--- config.mk ---
export PLATFORM = sky130hd
export DESIGN_NAME = cp_prep
export DESIGN_NICKNAME = d
export VERILOG_FILES = /design/src/hw/rtl/cp_pkg.sv /design/src/hw/rtl/cp_prep.sv
export SDC_FILE = /design/constraint.sdc
export NUM_CORES = 1
export LEC_CHECK = 0
export ABC_AREA = 1
export BUFFER_PORTS_ARGS = -buffer_cell sky130_fd_sc_hd__buf_2
export CORE_MARGIN = 10
export CORE_UTILIZATION = 50
export CTS_BUF_LIST = sky130_fd_sc_hd__clkbuf_4
export DETAILED_ROUTE_END_ITERATION = 7
export PLACE_DENSITY = 0.69
export SYNTH_ARGS = -nofsm -noshare
export SYNTH_HDL_FRONTEND = slang
export SYNTH_SLANG_ARGS = --single-unit
--- constraint.sdc ---
create_clock -name i_clk -period 5.9 [get_ports i_clk]
set_input_delay 1.18 -clock i_clk [delete_from_list [all_inputs] [get_ports i_clk]]
set_output_delay 1.18 -clock i_clk [all_outputs]
set_load 0.01 [all_outputs]
--- src/hw/rtl/cp_pkg.sv ---
// Shared types, constants and the arctangent table for the cartesian-to-polar unit.
// Depends on nothing; every other file of the unit refers to it by scoped names.
`default_nettype none

package cp_pkg;

    localparam int COORD_WIDTH    = 16;
    localparam int GUARD_BITS     = 16;
    localparam int ROTATION_STEPS = 16;
    localparam int ANGLE_WIDTH    = 16;
    localparam int MAG_WIDTH      = 16;
    localparam int ACC_WIDTH      = 32;
    // Folded coordinates need one bit more than the input; the CORDIC gain needs one more.
    localparam int CORDIC_WIDTH   = COORD_WIDTH + GUARD_BITS + 2;
    localparam int ROOT_WIDTH     = 2 * COORD_WIDTH;
    localparam int ROUND_HALF     = 1 << (ACC_WIDTH - ANGLE_WIDTH - 1);

    localparam logic [ANGLE_WIDTH-1:0] ZERO_TURN          = '0;
    localparam logic [ANGLE_WIDTH-1:0] QUARTER_TURN       = ANGLE_WIDTH'(1 << (ANGLE_WIDTH - 2));
    localparam logic [ANGLE_WIDTH-1:0] HALF_TURN          = ANGLE_WIDTH'(1 << (ANGLE_WIDTH - 1));
    localparam logic [ANGLE_WIDTH-1:0] THREE_QUARTER_TURN = ANGLE_WIDTH'(3 << (ANGLE_WIDTH - 2));

    // atan(2^-i) / (2*pi) * 2^32, rounded to nearest.
    localparam logic [ACC_WIDTH-1:0] ATAN_TABLE [32] = '{
        32'd536870912, 32'd316933406, 32'd167458907, 32'd85004756,
        32'd42667331,  32'd21354465,  32'd10679838,  32'd5340245,
        32'd2670163,   32'd1335087,   32'd667544,    32'd333772,
        32'd166886,    32'd83443,     32'd41722,     32'd20861,
        32'd10430,     32'd5215,      32'd2608,      32'd1304,
        32'd652,       32'd326,       32'd163,       32'd81,
        32'd41,        32'd20,        32'd10,        32'd5,
        32'd3,         32'd1,         32'd1,         32'd0
    };

    typedef enum logic [1:0] {
        QUAD_FIRST  = 2'd0,
        QUAD_SECOND = 2'd1,
        QUAD_THIRD  = 2'd2,
        QUAD_FOURTH = 2'd3
    } t_quad;

    typedef struct packed {
        logic signed [COORD_WIDTH-1:0] x_coord;
        logic signed [COORD_WIDTH-1:0] y_coord;
    } t_point;

    typedef struct packed {
        logic [ANGLE_WIDTH-1:0] angle;
        logic [MAG_WIDTH-1:0]   magnitude;
    } t_polar;

    // Side information that rides along the pipeline untouched.
    typedef struct packed {
        t_quad                  quad;
        logic                   on_axis;
        logic [ANGLE_WIDTH-1:0] axis_angle;
    } t_meta;

    typedef struct packed {
        logic signed [CORDIC_WIDTH-1:0] cx;
        logic signed [CORDIC_WIDTH-1:0] cy;
        logic signed [ACC_WIDTH-1:0]    acc;
        logic [ROOT_WIDTH-1:0]          rem;
        logic [ROOT_WIDTH-1:0]          res;
        t_meta                          meta;
    } t_pipe;

endpackage

`default_nettype wire

--- src/hw/rtl/cp_prep.sv ---
// Front end of the cartesian-to-polar pipeline: quadrant fold, squares and their sum.
// Three register stages. Depends on cp_pkg.
`default_nettype none

module cp_prep (
    input  wire logic          i_clk,
    input  wire logic          i_rst_n,
    input  wire logic          i_valid,
    input  wire cp_pkg::t_point i_point,
    output logic               o_valid,
    output cp_pkg::t_pipe      o_pipe
);

    localparam int W  = cp_pkg::COORD_WIDTH;
    localparam int RW = cp_pkg::ROOT_WIDTH;

    logic signed [W:0] xe;
    logic signed [W:0] ye;
    logic signed [W:0] n_cx;
    logic signed [W:0] n_cy;
    logic [W:0]        ax_full;
    logic [W:0]        ay_full;
    cp_pkg::t_meta     n_meta;

    logic               r1_valid;
    logic [W-1:0]       r1_ax;
    logic [W-1:0]       r1_ay;
    logic signed [W:0]  r1_cx;
    logic signed [W:0]  r1_cy;
    cp_pkg::t_meta      r1_meta;

    logic               r2_valid;
    logic [RW-1:0]      r2_sqx;
    logic [RW-1:0]      r2_sqy;
    logic signed [W:0]  r2_cx;
    logic signed [W:0]  r2_cy;
    cp_pkg::t_meta      r2_meta;

    logic               r3_valid;
    cp_pkg::t_pipe      r3_pipe;

    assign xe      = {i_point.x_coord[W-1], i_point.x_coord};
    assign ye      = {i_point.y_coord[W-1], i_point.y_coord};
    assign ax_full = xe[W] ? (W+1)'(-xe) : xe;
    assign ay_full = ye[W] ? (W+1)'(-ye) : ye;

    // Points on an axis take an exact angle; all others are turned by whole quarter
    // turns into the first quadrant.
    always_comb begin
        n_meta.on_axis    = 1'b0;
        n_meta.axis_angle = cp_pkg::ZERO_TURN;
        if (xe == '0) begin
            n_meta.on_axis    = 1'b1;
            n_meta.axis_angle = ye[W] ? cp_pkg::THREE_QUARTER_TURN : cp_pkg::QUARTER_TURN;
        end else if (ye == '0) begin
            n_meta.on_axis    = 1'b1;
            n_meta.axis_angle = xe[W] ? cp_pkg::HALF_TURN : cp_pkg::ZERO_TURN;
        end

        priority if (!xe[W] && xe != '0 && !ye[W] && ye != '0) begin
            n_meta.quad = cp_pkg::QUAD_FIRST;
            n_cx = xe;
            n_cy = ye;
        end else if (xe[W] && !ye[W] && ye != '0) begin
            n_meta.quad = cp_pkg::QUAD_SECOND;
            n_cx = ye;
            n_cy = -xe;
        end else if (xe[W]) begin
            n_meta.quad = cp_pkg::QUAD_THIRD;
            n_cx = -xe;
            n_cy = -ye;
        end else begin
            n_meta.quad = cp_pkg::QUAD_FOURTH;
            n_cx = -ye;
            n_cy = xe;
        end
    end

    always_ff @(posedge i_clk) begin
        if (!i_rst_n) begin
            r1_valid <= 1'b0;
            r2_valid <= 1'b0;
            r3_valid <= 1'b0;
        end else begin
            r1_valid <= i_valid;
            r2_valid <= r1_valid;
            r3_valid <= r2_valid;
        end
    end

    always_ff @(posedge i_clk) begin
        r1_ax   <= ax_full[W-1:0];
        r1_ay   <= ay_full[W-1:0];
        r1_cx   <= n_cx;
        r1_cy   <= n_cy;
        r1_meta <= n_meta;

        r2_sqx  <= RW'(r1_ax) * RW'(r1_ax);
        r2_sqy  <= RW'(r1_ay) * RW'(r1_ay);
        r2_cx   <= r1_cx;
        r2_cy   <= r1_cy;
        r2_meta <= r1_meta;

        r3_pipe.rem  <= r2_sqx + r2_sqy;
        r3_pipe.res  <= '0;
        r3_pipe.acc  <= '0;
        r3_pipe.cx   <= {r2_cx[W], r2_cx, {cp_pkg::GUARD_BITS{1'b0}}};
        r3_pipe.cy   <= {r2_cy[W], r2_cy, {cp_pkg::GUARD_BITS{1'b0}}};
        r3_pipe.meta <= r2_meta;
    end

    assign o_valid = r3_valid;
    assign o_pipe  = r3_pipe;

endmodule

`default_nettype wire

# --- Word level (Yosys, flattened, before mapping) ---
# Cells that the tools add are included.
classes:
  muxes: 14
  n_reduce_logical: 12
  n_mul: 2
  n_addsub: 3
op_table:
  columns: ["op", "n"]
  rows:
  - ["2-to-1 mux 17 bit", 7]
  - ["multiplier 16 x 16 -> 32 bit", 2]
  - ["2-to-1 mux 16 bit", 3]
  - ["logical NOT 17 bit", 2]
  - ["negation 16 -> 17 bit", 2]
  - ["nonzero test 17 bit", 2]
  - ["adder 32 bit", 1]
  - ["2-to-1 mux 15 bit", 2]
  - ["logical AND 1 bit", 5]
  - ["logical NOT 1 bit", 2]
  - ["2-to-1 mux 1 bit", 2]
  - ["OR reduction 2 bit", 1]
word_totals:
  wordCells: 57
  ff_bits: 290
  in_bits: 35

# --- Depth between registers and ports, before layout ---
# Gate-level depths: netlist (run 1).
depth:
  ltp_word: 5
  depth_mapped: 27

# --- Worst setup path before layout (run 1) ---
# Ideal clock, no wire load.
synth_path:
  path_type: "register -> register"
  startpoint: "reg r1_ay[9]"
  endpoint: "reg r2_sqy[29]"
  path_stages_with_launch: 22
  arrival_ps: 5188
  setup_slack_ps: 599
  setup_time_ps: 113
  synth_period_minus_slack_ps: 5301
  path_cell_list: "dfxtp_1 clkbuf_1 clkbuf_1 nand2_1 fa_1 inv_1 fa_1 inv_1 fa_1 fa_1 fa_1 fa_1 inv_1 ha_1 nand2_1 inv_1 a21oi_1 nand3_1 nand2_1 nand3_1 nand2_1 nand2_1"
synth_between:
  elab_chain_cells: 1
synth_rtl:
  columns: ["item", "line_no", "source"]
  rows:
  - ["start: declaration", "cp_prep.sv:27", "logic [W-1:0] r1_ay;"]
  - ["start signal: assignment", "cp_prep.sv:93", "r1_ay <= ay_full[W-1:0];"]
  - ["multiplier 16 x 16 -> 32 bit", "cp_prep.sv:99", "r2_sqy <= RW'(r1_ay) * RW'(r1_ay);"]
  - ["end signal: assignment", "cp_prep.sv:99", null]
  - ["end: declaration", "cp_prep.sv:34", "logic [RW-1:0] r2_sqy;"]
# No other way between the ends.
# A chain may end at the register's enable or synchronous reset.

# --- Final worst setup path (run 1) ---
layout_path:
  startpoint: "reg r1_ax[1]"
  endpoint: "reg r2_sqx[28]"
layout_between:
  elab_chain_cells: 1
layout_rtl:
  columns: ["item", "line_no", "source"]
  rows:
  - ["start: declaration", "cp_prep.sv:26", "logic [W-1:0] r1_ax;"]
  - ["start signal: assignment", "cp_prep.sv:92", "r1_ax <= ax_full[W-1:0];"]
  - ["multiplier 16 x 16 -> 32 bit", "cp_prep.sv:98", "r2_sqx <= RW'(r1_ax) * RW'(r1_ax);"]
  - ["end signal: assignment", "cp_prep.sv:98", null]
  - ["end: declaration", "cp_prep.sv:33", "logic [RW-1:0] r2_sqx;"]
# No other way between the ends.

==> results of run 1 <==
worst max-delay path by stage:
stage	to	slack [ps]	depth (start not counted)	startpoint
global route	r2_sqx[29]	-30	24	r1_ax[2]
global placement	r2_sqx[28]	120	23	r1_ax[3]
floorplan	r2_sqy[29]	600	21	r1_ay[9]
detailed placement	r2_sqx[28]	80	23	r1_ax[3]
CTS	r2_sqx[28]	70	23	r1_ax[3]
finish	r2_sqx[28]	310	24	r1_ax[1]
metal layers:
layer / part of all wire / routed length, µm / vias up / GRT usage
li1: - / - / 10400 / -
met1: 0.45 / 27000 / 9480 / 0.251
met2: 0.48 / 29000 / 437 / 0.340
met3: 0.052 / 3170 / 92 / 0.0400
met4: 0.024 / 1440 / 6 / 0.0639
met5: 0.00064 / 39 / - / 0
kinds of logic after synthesis:
kind of cell    synth area share
simple gates               0.217
buf+inv                    0.174
fa+ha+maj                  0.363
flops                      0.188
compound gates            0.0305
xor+xnor                  0.0268
other cells             0.000143
what timing repair did:
action,4_1_cts,5_1_grt
hold buffers,0,0
gates resized for setup,0,10
endpoints found under the setup margin,0,26
cell usage in the layout, fill, tap and decap left out, types with 5 or more instances in the layout:
cell type / Yosys / layout
nand3b_1: 6 / 6
buf_4: 113 / 34
diode_2: 0 / 5
nor3_1: 32 / 32
inv_1: 898 / 898
xor2_1: 69 / 69
inv_2: 9 / 11
nor2_1: 159 / 159
a21oi_1: 78 / 76
nor2_2: 7 / 7
or2_2: 7 / 7
dfxtp_2: 0 / 8
ha_1: 240 / 240
fa_1: 324 / 324
o21bai_1: 17 / 17
conb_1: 1 / 110
nand3_1: 161 / 161
buf_2: 10 / 108
nand4_1: 19 / 19
clkbuf_4: 0 / 83
o21ai_1: 7 / 7
xnor2_1: 11 / 11
clkinv_2: 0 / 5
o21ai_0: 38 / 38
clkinv_1: 0 / 13
dfxtp_1: 246 / 238
nand2_1: 988 / 988
state kept, by name, indices dropped and copies added, names as in the netlist:
signal and cells:
o_pipe 71, o_valid 1, r1_ax 16, r1_ay 16, r1_cx 17, r1_cy 17, r1_meta 5, r1_valid 1
r2_cx 17, r2_cy 17, r2_meta 5, r2_sqx 31, r2_sqy 31, r2_valid 1
critical path, delay by kind of cell, from the launching register on:
family	cells	cell delay [ps]
AOI/OAI and AO/OA	1	230
adders and majority gates	7	3310
DFF	1	420
and+or+nand+nor	7	840
buffers and inverters	9	710
area by class of cell:
class / count / area (µm²)
Inverter: 907 / 3400
Multi-Input combinational cell: 2296 / 17100
Tap cell: 680 / 851
Sequential cell: 246 / 4930
Timing Repair Buffer: 142 / 796
Clock buffer: 83 / 623
Clock inverter: 27 / 203
Antenna cell: 5 / 12.5
Fill cell: 5058 / 23700
through the flow:
step                      area, µm²  hold slack (ps)  setup slack [ps]
final                         27900              321               307
after global routing          27900              323             -27.1
after CTS                     27900              317              72.2
after detailed placement      27100              312              77.2
after global placement        27100              310               123
after floorplan               26600              310               599
==> key figures, run 1 <==
Outcome
  – Status: completed

Floorplanning
  – # rows: 83
  – Die height: 249 µm
  – Chip width: 249 µm
  – Initial Utilization: 0.507
  – Core area: 0.0516 mm²
  – DIE AREA: 0.0619 mm²
  – Top Ports: 219

Synthesis
  – Syn_area_per_cell: 7.41 µm²
  – Yosys reg bits: 246
  – EDFF count, synth: 0
  – Top cell type's share of synthesized area: 0.248
  – Ys async rst share: 0
  – Top FF cell, synth: dfxtp_1
  – Ys Warns: 0
  – Post-Syn Area: 0.0262 mm²
  – Top cells by area, synth: fa_1, dfxtp_1, nand2_1
  – Commonest cells in the netlist: nand2_1, inv_1, fa_1
  – Post-synthesis cell count: 3531
  – Share of the yosys chip area belonging to registers: 0.188
  – Cell accounting for the most synthesized area: fa_1
  – Top-count cell post-synth: nand2_1
  – Post-synth cell types: 36

Route
  – Drt first-iter violations: 1185
  – Antenna viol nets, final: 0
  – Final wirelength: 60700 µm
  – DRC Markers: 0
  – Drt wl/cell: 13.8 µm
  – Vias: 20400
  – Vias per Instance: 4.66
  – Router iterations before antenna repair: 5

Worst setup path
  – Reg2reg end: r2_sqx[28]
  – CP max-delay cell: fa_1
  – Crit path DAT: 6270 ps
  – Setup Crit Path Kind: flip-flop to flip-flop
  – Critical Path RT: 6580 ps
  – Reg2reg setup slack: 310 ps
  – Max Fanout on Critical Path: 11
  – Worst setup EP type: flip-flop
  – Slowest stage delay, CP: 540 ps
  – Most common cell type on the critical path: inv_1
  – Worst r2r src: r1_ax[1]
  – Critical path launch point type: flip-flop
  – R2R depth: 24
  – CP cell instances: buf_4 -> nand2_1 -> inv_1 -> fa_1 -> inv_1 -> fa_1 -> inv_1 -> fa_1 -> inv_1 -> fa_1 -> inv_1 -> fa_1 -> inv_1 -> fa_1 -> inv_1 -> ha_1 -> nand2_1 -> inv_1 -> a21oi_2 -> nand3_1 -> nand2_1 -> nand3_1 -> nand2_1 -> nand2_1

Cells and area
  – Layout cells sized above 1: 0.0775
  – Non-Filler Instances: 4386
  – Final Util: 0.541
  – Fin nets: 4259
  – Area growth syn-to-layout: 6.69%

GRT
  – Overflow left after global routing: 0
  – First-pass GRT wire length: 103000 µm
  – Number of global-route vias before repair: 21200
  – Initial antenna violation count: 7
  – Largest net degree at the start of global routing: 32
  – Total track usage: 0.200

Clocking
  – Root Driver: clkbuf_4
  – Clock Latency Late Sink: 800 ps
  – CTS tree: yes
  – Clock Tree Buf Depth: 3
  – H-tree levels: 3
  – Reg clk slew, reported paths: 60 ps
  – CTS Sinks: 246
  – Post-CTS Setup Bufs: 0
  – Total CTS buffers: 67

Timing
  – Slew headroom: 0.548
  – Fin crit period: 5590 ps
  – Setup TNS: 0 ps
  – Unrepaired setup endpoints after global routing: true
  – Final hold vios: 0
  – Final period utilization: 0.948
  – Max-slew violation count: 0
  – Final Skew: 67.8 ps
  – F_max: 179 MHz
  – Final setup violation count: 0
  – Worst slew pin tran: 677 ps

Placement
  – Port bufs: 108
  – Hpwl dp: 51800 µm
  – RD Place Congestion: 0.919
  – Placed cells: 4271

Job
  – Total of max-cap violations: 0

Min path
  – Hold Crit Depth: 0
  – Hold path endpoint: r2_meta[18]
  – Hold Crit Class: flip-flop to flip-flop
  – Beginning of the worst hold path: r1_meta[18]
Power of run 1 is left out: the tool's default activity adds up to more than one toggle a clock period on the data nets, which glitch-free logic cannot reach.
==> run 2, diff against run 1 <==
Settings changed: ABC_AREA 1 to not set.
==> run 2 against run 1 <==
- synthesized area down 7.7%
- hold slack worse by 65 ps
- clock skew up 22 ps
==> key figures, run 2 <==
Outcome
  – Status: completed (unchanged)

Floorplanning
  – DIE AREA: 0.0575 mm² (was 0.0619 mm²)
  – Top Ports: 219 (unchanged)
  – Initial Utilization: 0.506 (was 0.507)
  – Die height: 240 µm (was 249 µm)
  – Core area: 0.0477 mm² (was 0.0516 mm²)
  – # rows: 80 (was 83)
  – Chip width: 240 µm (was 249 µm)

Cells and area
  – Fin nets: 3464 (was 4259)
  – Max reg flops: 71 (unchanged)
  – Area growth syn-to-layout: 11.2% (was 6.69%)
  – Layout cells sized above 1: 0.153 (was 0.0775)
  – Final instance area: 0.0268 mm² (was 0.0279 mm²)
  – Commonest non-fill, non-tap cell in the layout: inv_1 (was nand2_1)
  – Most frequent cells in the layout: inv_1, fa_1, nand2_1 (was nand2_1, inv_1, fa_1)

Synthesis
  – Syn_area_per_cell: 9.04 µm² (was 7.41 µm²)
  – Share of the yosys chip area belonging to registers: 0.204 (was 0.188)
  – Ys Warns: 0 (unchanged)
  – Top cell type's share of synthesized area: 0.269 (was 0.248)
  – EDFF count, synth: 0 (unchanged)
  – Cell accounting for the most synthesized area: fa_1 (unchanged)
  – Post-Syn Area: 0.0241 mm² (was 0.0262 mm²)
  – Top FF cell, synth: dfxtp_1 (unchanged)
  – Post-synthesis cell count: 2669 (was 3531)
  – Yosys reg bits: 246 (unchanged)
  – Commonest cells in the netlist: inv_1, fa_1, nand2_1 (was nand2_1, inv_1, fa_1)
  – Top-count cell post-synth: inv_1 (was nand2_1)
  – Ys async rst share: 0 (unchanged)
  – Top cells by area, synth: fa_1, dfxtp_1, ha_1 (was fa_1, dfxtp_1, nand2_1)
  – Post-synth cell types: 72 (was 36)

Timing
  – Worst slew pin tran: 697 ps (was 677 ps)
  – Unrepaired setup endpoints after global routing: true (unchanged)
  – Final period utilization: 0.969 (was 0.948)
  – Slew headroom: 0.531 (was 0.548)
  – Final WS setup: 180 ps (was 307 ps)
  – Final hold vios: 0 (unchanged)
  – F_max: 175 MHz (was 179 MHz)
  – Setup TNS: 0 ps (unchanged)
  – Max-slew violation count: 0 (unchanged)
  – Final setup violation count: 0 (unchanged)
  – Final Skew: 89.7 ps (was 67.8 ps)
  – Fin crit period: 5720 ps (was 5590 ps)

Clocking
  – Root Driver: clkbuf_4 (unchanged)
  – H-tree levels: 3 (unchanged)
  – CTS Sinks: 246 (unchanged)
  – Reg clk slew, reported paths: 70 ps (was 60 ps)
  – Total CTS buffers: 70 (was 67)
  – CTS tree: yes (unchanged)
  – Clock Latency Late Sink: 800 ps (about the same)
  – Hold-fix buffers at CTS: 0 (unchanged)
  – Clock Tree Buf Depth: 3 (unchanged)

Worst setup path
  – Reg2reg end: r2_sqx[31] (was r2_sqx[28])
  – CP Buf/Inv Count: 6 (was 9)
  – Critical path launch point type: flip-flop (unchanged)
  – Worst r2r src: r1_ax[9] (was r1_ax[1])
  – CP cell instances: buf_4 -> and2_4 -> fa_1 -> inv_1 -> fa_1 -> inv_1 -> fa_2 -> fa_1 -> fa_1 -> inv_1 -> fa_1 -> inv_1 -> ha_4 -> buf_4 -> nand3_2 -> nand2_1 -> a221o_1 -> a2111o_1 -> a31oi_1 -> xnor2_1 (was buf_4 -> nand2_1 -> inv_1 -> fa_1 -> inv_1 -> fa_1 -> inv_1 -> fa_1 -> inv_1 -> fa_1 -> inv_1 -> fa_1 -> inv_1 -> fa_1 -> inv_1 -> ha_1 -> nand2_1 -> inv_1 -> a21oi_2 -> nand3_1 -> nand2_1 -> nand3_1 -> nand2_1 -> nand2_1)
  – Crit path launch: r1_ax[9] (was r1_ax[1])
  – Worst path top cell family by delay: adder cells (unchanged)
  – Crit path DAT: 6320 ps (was 6270 ps)
  – Max Fanout on Critical Path: 7 (was 11)
  – Reg2reg setup slack: 180 ps (was 310 ps)
  – Most common cell type on the critical path: fa_1 (was inv_1)
  – CP max-delay cell: fa_1 (unchanged)
  – R2R depth: 20 (was 24)
  – Worst setup EP type: flip-flop (unchanged)
  – Slowest stage delay, CP: 540 ps (about the same)
  – Worst setup path end: r2_sqx[31] (was r2_sqx[28])
  – Critical Path RT: 6500 ps (was 6580 ps)
  – Crit. path cell count: 20 (was 24)
  – Setup Crit Path Kind: flip-flop to flip-flop (unchanged)

Placement
  – RD Place Congestion: 0.951 (was 0.919)
  – Hpwl dp: 49900 µm (was 51800 µm)
  – Pre-CTS WS: -61.4 ps (was 77.2 ps)
  – Placed instance area: 0.0255 mm² (was 0.0271 mm²)
  – Port bufs: 108 (unchanged)

GRT
  – Largest net degree at the start of global routing: 58 (was 32)
  – Number of global-route vias before repair: 19400 (was 21200)
  – Initial antenna violation count: 7 (unchanged)
  – Overflow left after global routing: 0 (unchanged)
  – Total track usage: 0.214 (was 0.200)
  – First-pass GRT wire length: 98500 µm (was 103000 µm)

Job
  – Total of max-cap violations: 0 (unchanged)

Route
  – Antenna viol nets, final: 0 (unchanged)
  – Router iterations before antenna repair: 5 (unchanged)
  – Vias: 18300 (was 20400)
  – Met3 WL: 3960 µm (was 3170 µm)
  – M1 wire length: 25500 µm (was 27000 µm)
  – Final wirelength: 60700 µm (about the same)
  – Drt first-iter violations: 1008 (was 1185)
  – Drt wl/cell: 17.1 µm (was 13.8 µm)
  – Top Metal Used: met5 (unchanged)
  – Vias per Instance: 5.17 (was 4.66)
  – DRC Markers: 0 (unchanged)
  – Met2 wire length: 29400 µm (was 29000 µm)

Min path
  – Hold Crit Class: flip-flop to flip-flop (unchanged)
==> run 2: per-layer routing <==
layer / GRT usage / vias to the layer above
met3: 0.0453 / 126
met2: 0.358 / 588
met4: 0.0729 / 6
met1: 0.269 / 8998
met5: 0 / -
li1: - / 8600
==> run 2: final cells by class <==
cell class,instances,area [µm²]
flip-flops and latches,246,4990
well taps,615,769
clock buffers,94,706
multi-input cells,1794,16700
diodes,4,10.0
clock inverters,34,256
fillers,4282,20900
repair buffers,232,1500
inverters,521,1960
==> run 2: logic make-up after synthesis <==
| family | Yosys count | synth area share |
|---|---|---|
| AOI/OAI and AO/OA | 402 | 0.106 |
| xor gates and xnor gates | 141 | 0.0512 |
| adders and majority gates | 564 | 0.393 |
| buffers and inverters | 738 | 0.133 |
| DFF | 246 | 0.204 |
| muxes | 2 | 0.000933 |
| other | 1 | 0.000155 |
| and+or+nand+nor | 575 | 0.112 |
==> run 2: worst min path at each step <==
stage | from | to | depth (start not counted)
after floorplan | r2_cy[0] | o_pipe[131] | 0
after global placement | r1_cy[6] | r2_cy[6] | 0
after detailed placement | r2_cy[5] | o_pipe[136] | 0
after CTS | r1_meta[15] | r2_meta[15] | 0
after global routing | r1_meta[15] | r2_meta[15] | 0
final | r1_meta[15] | r2_meta[15] | 0
==> run 2: worst reg2reg max path: cells and delay by family (launching register included) <==
| kind | cells | cell delay, ps |
|---|---|---|
| XOR/XNOR | 1 | 90 |
| buffers and inverters | 6 | 550 |
| adder cells (fa/ha/maj) | 7 | 3200 |
| flip-flops | 1 | 350 |
| AO/OA/AOI/OAI | 3 | 1010 |
| AND/OR/NAND/NOR | 3 | 330 |
==> run 2: metrics by stage <==
step | hold WS [ps] | cells | utilization
global route | 260 | 3539 | 0.562
CTS | 236 | 3524 | 0.555
floorplan | 310 | 2778 | -
global placement | 314 | 3396 | 0.533
finish | 257 | 3540 | 0.562
detailed placement | 312 | 3396 | 0.533
==> run 2: repair_timing <==
action                                 CTS  global route
endpoints found under the hold margin    0             0
setup buffers                            0            12
pin swaps                                0            11
setup endpoints to repair               13            25
cloned                                   0             0
resized for setup                       26            82
Power of run 2 is left out for the same reason.
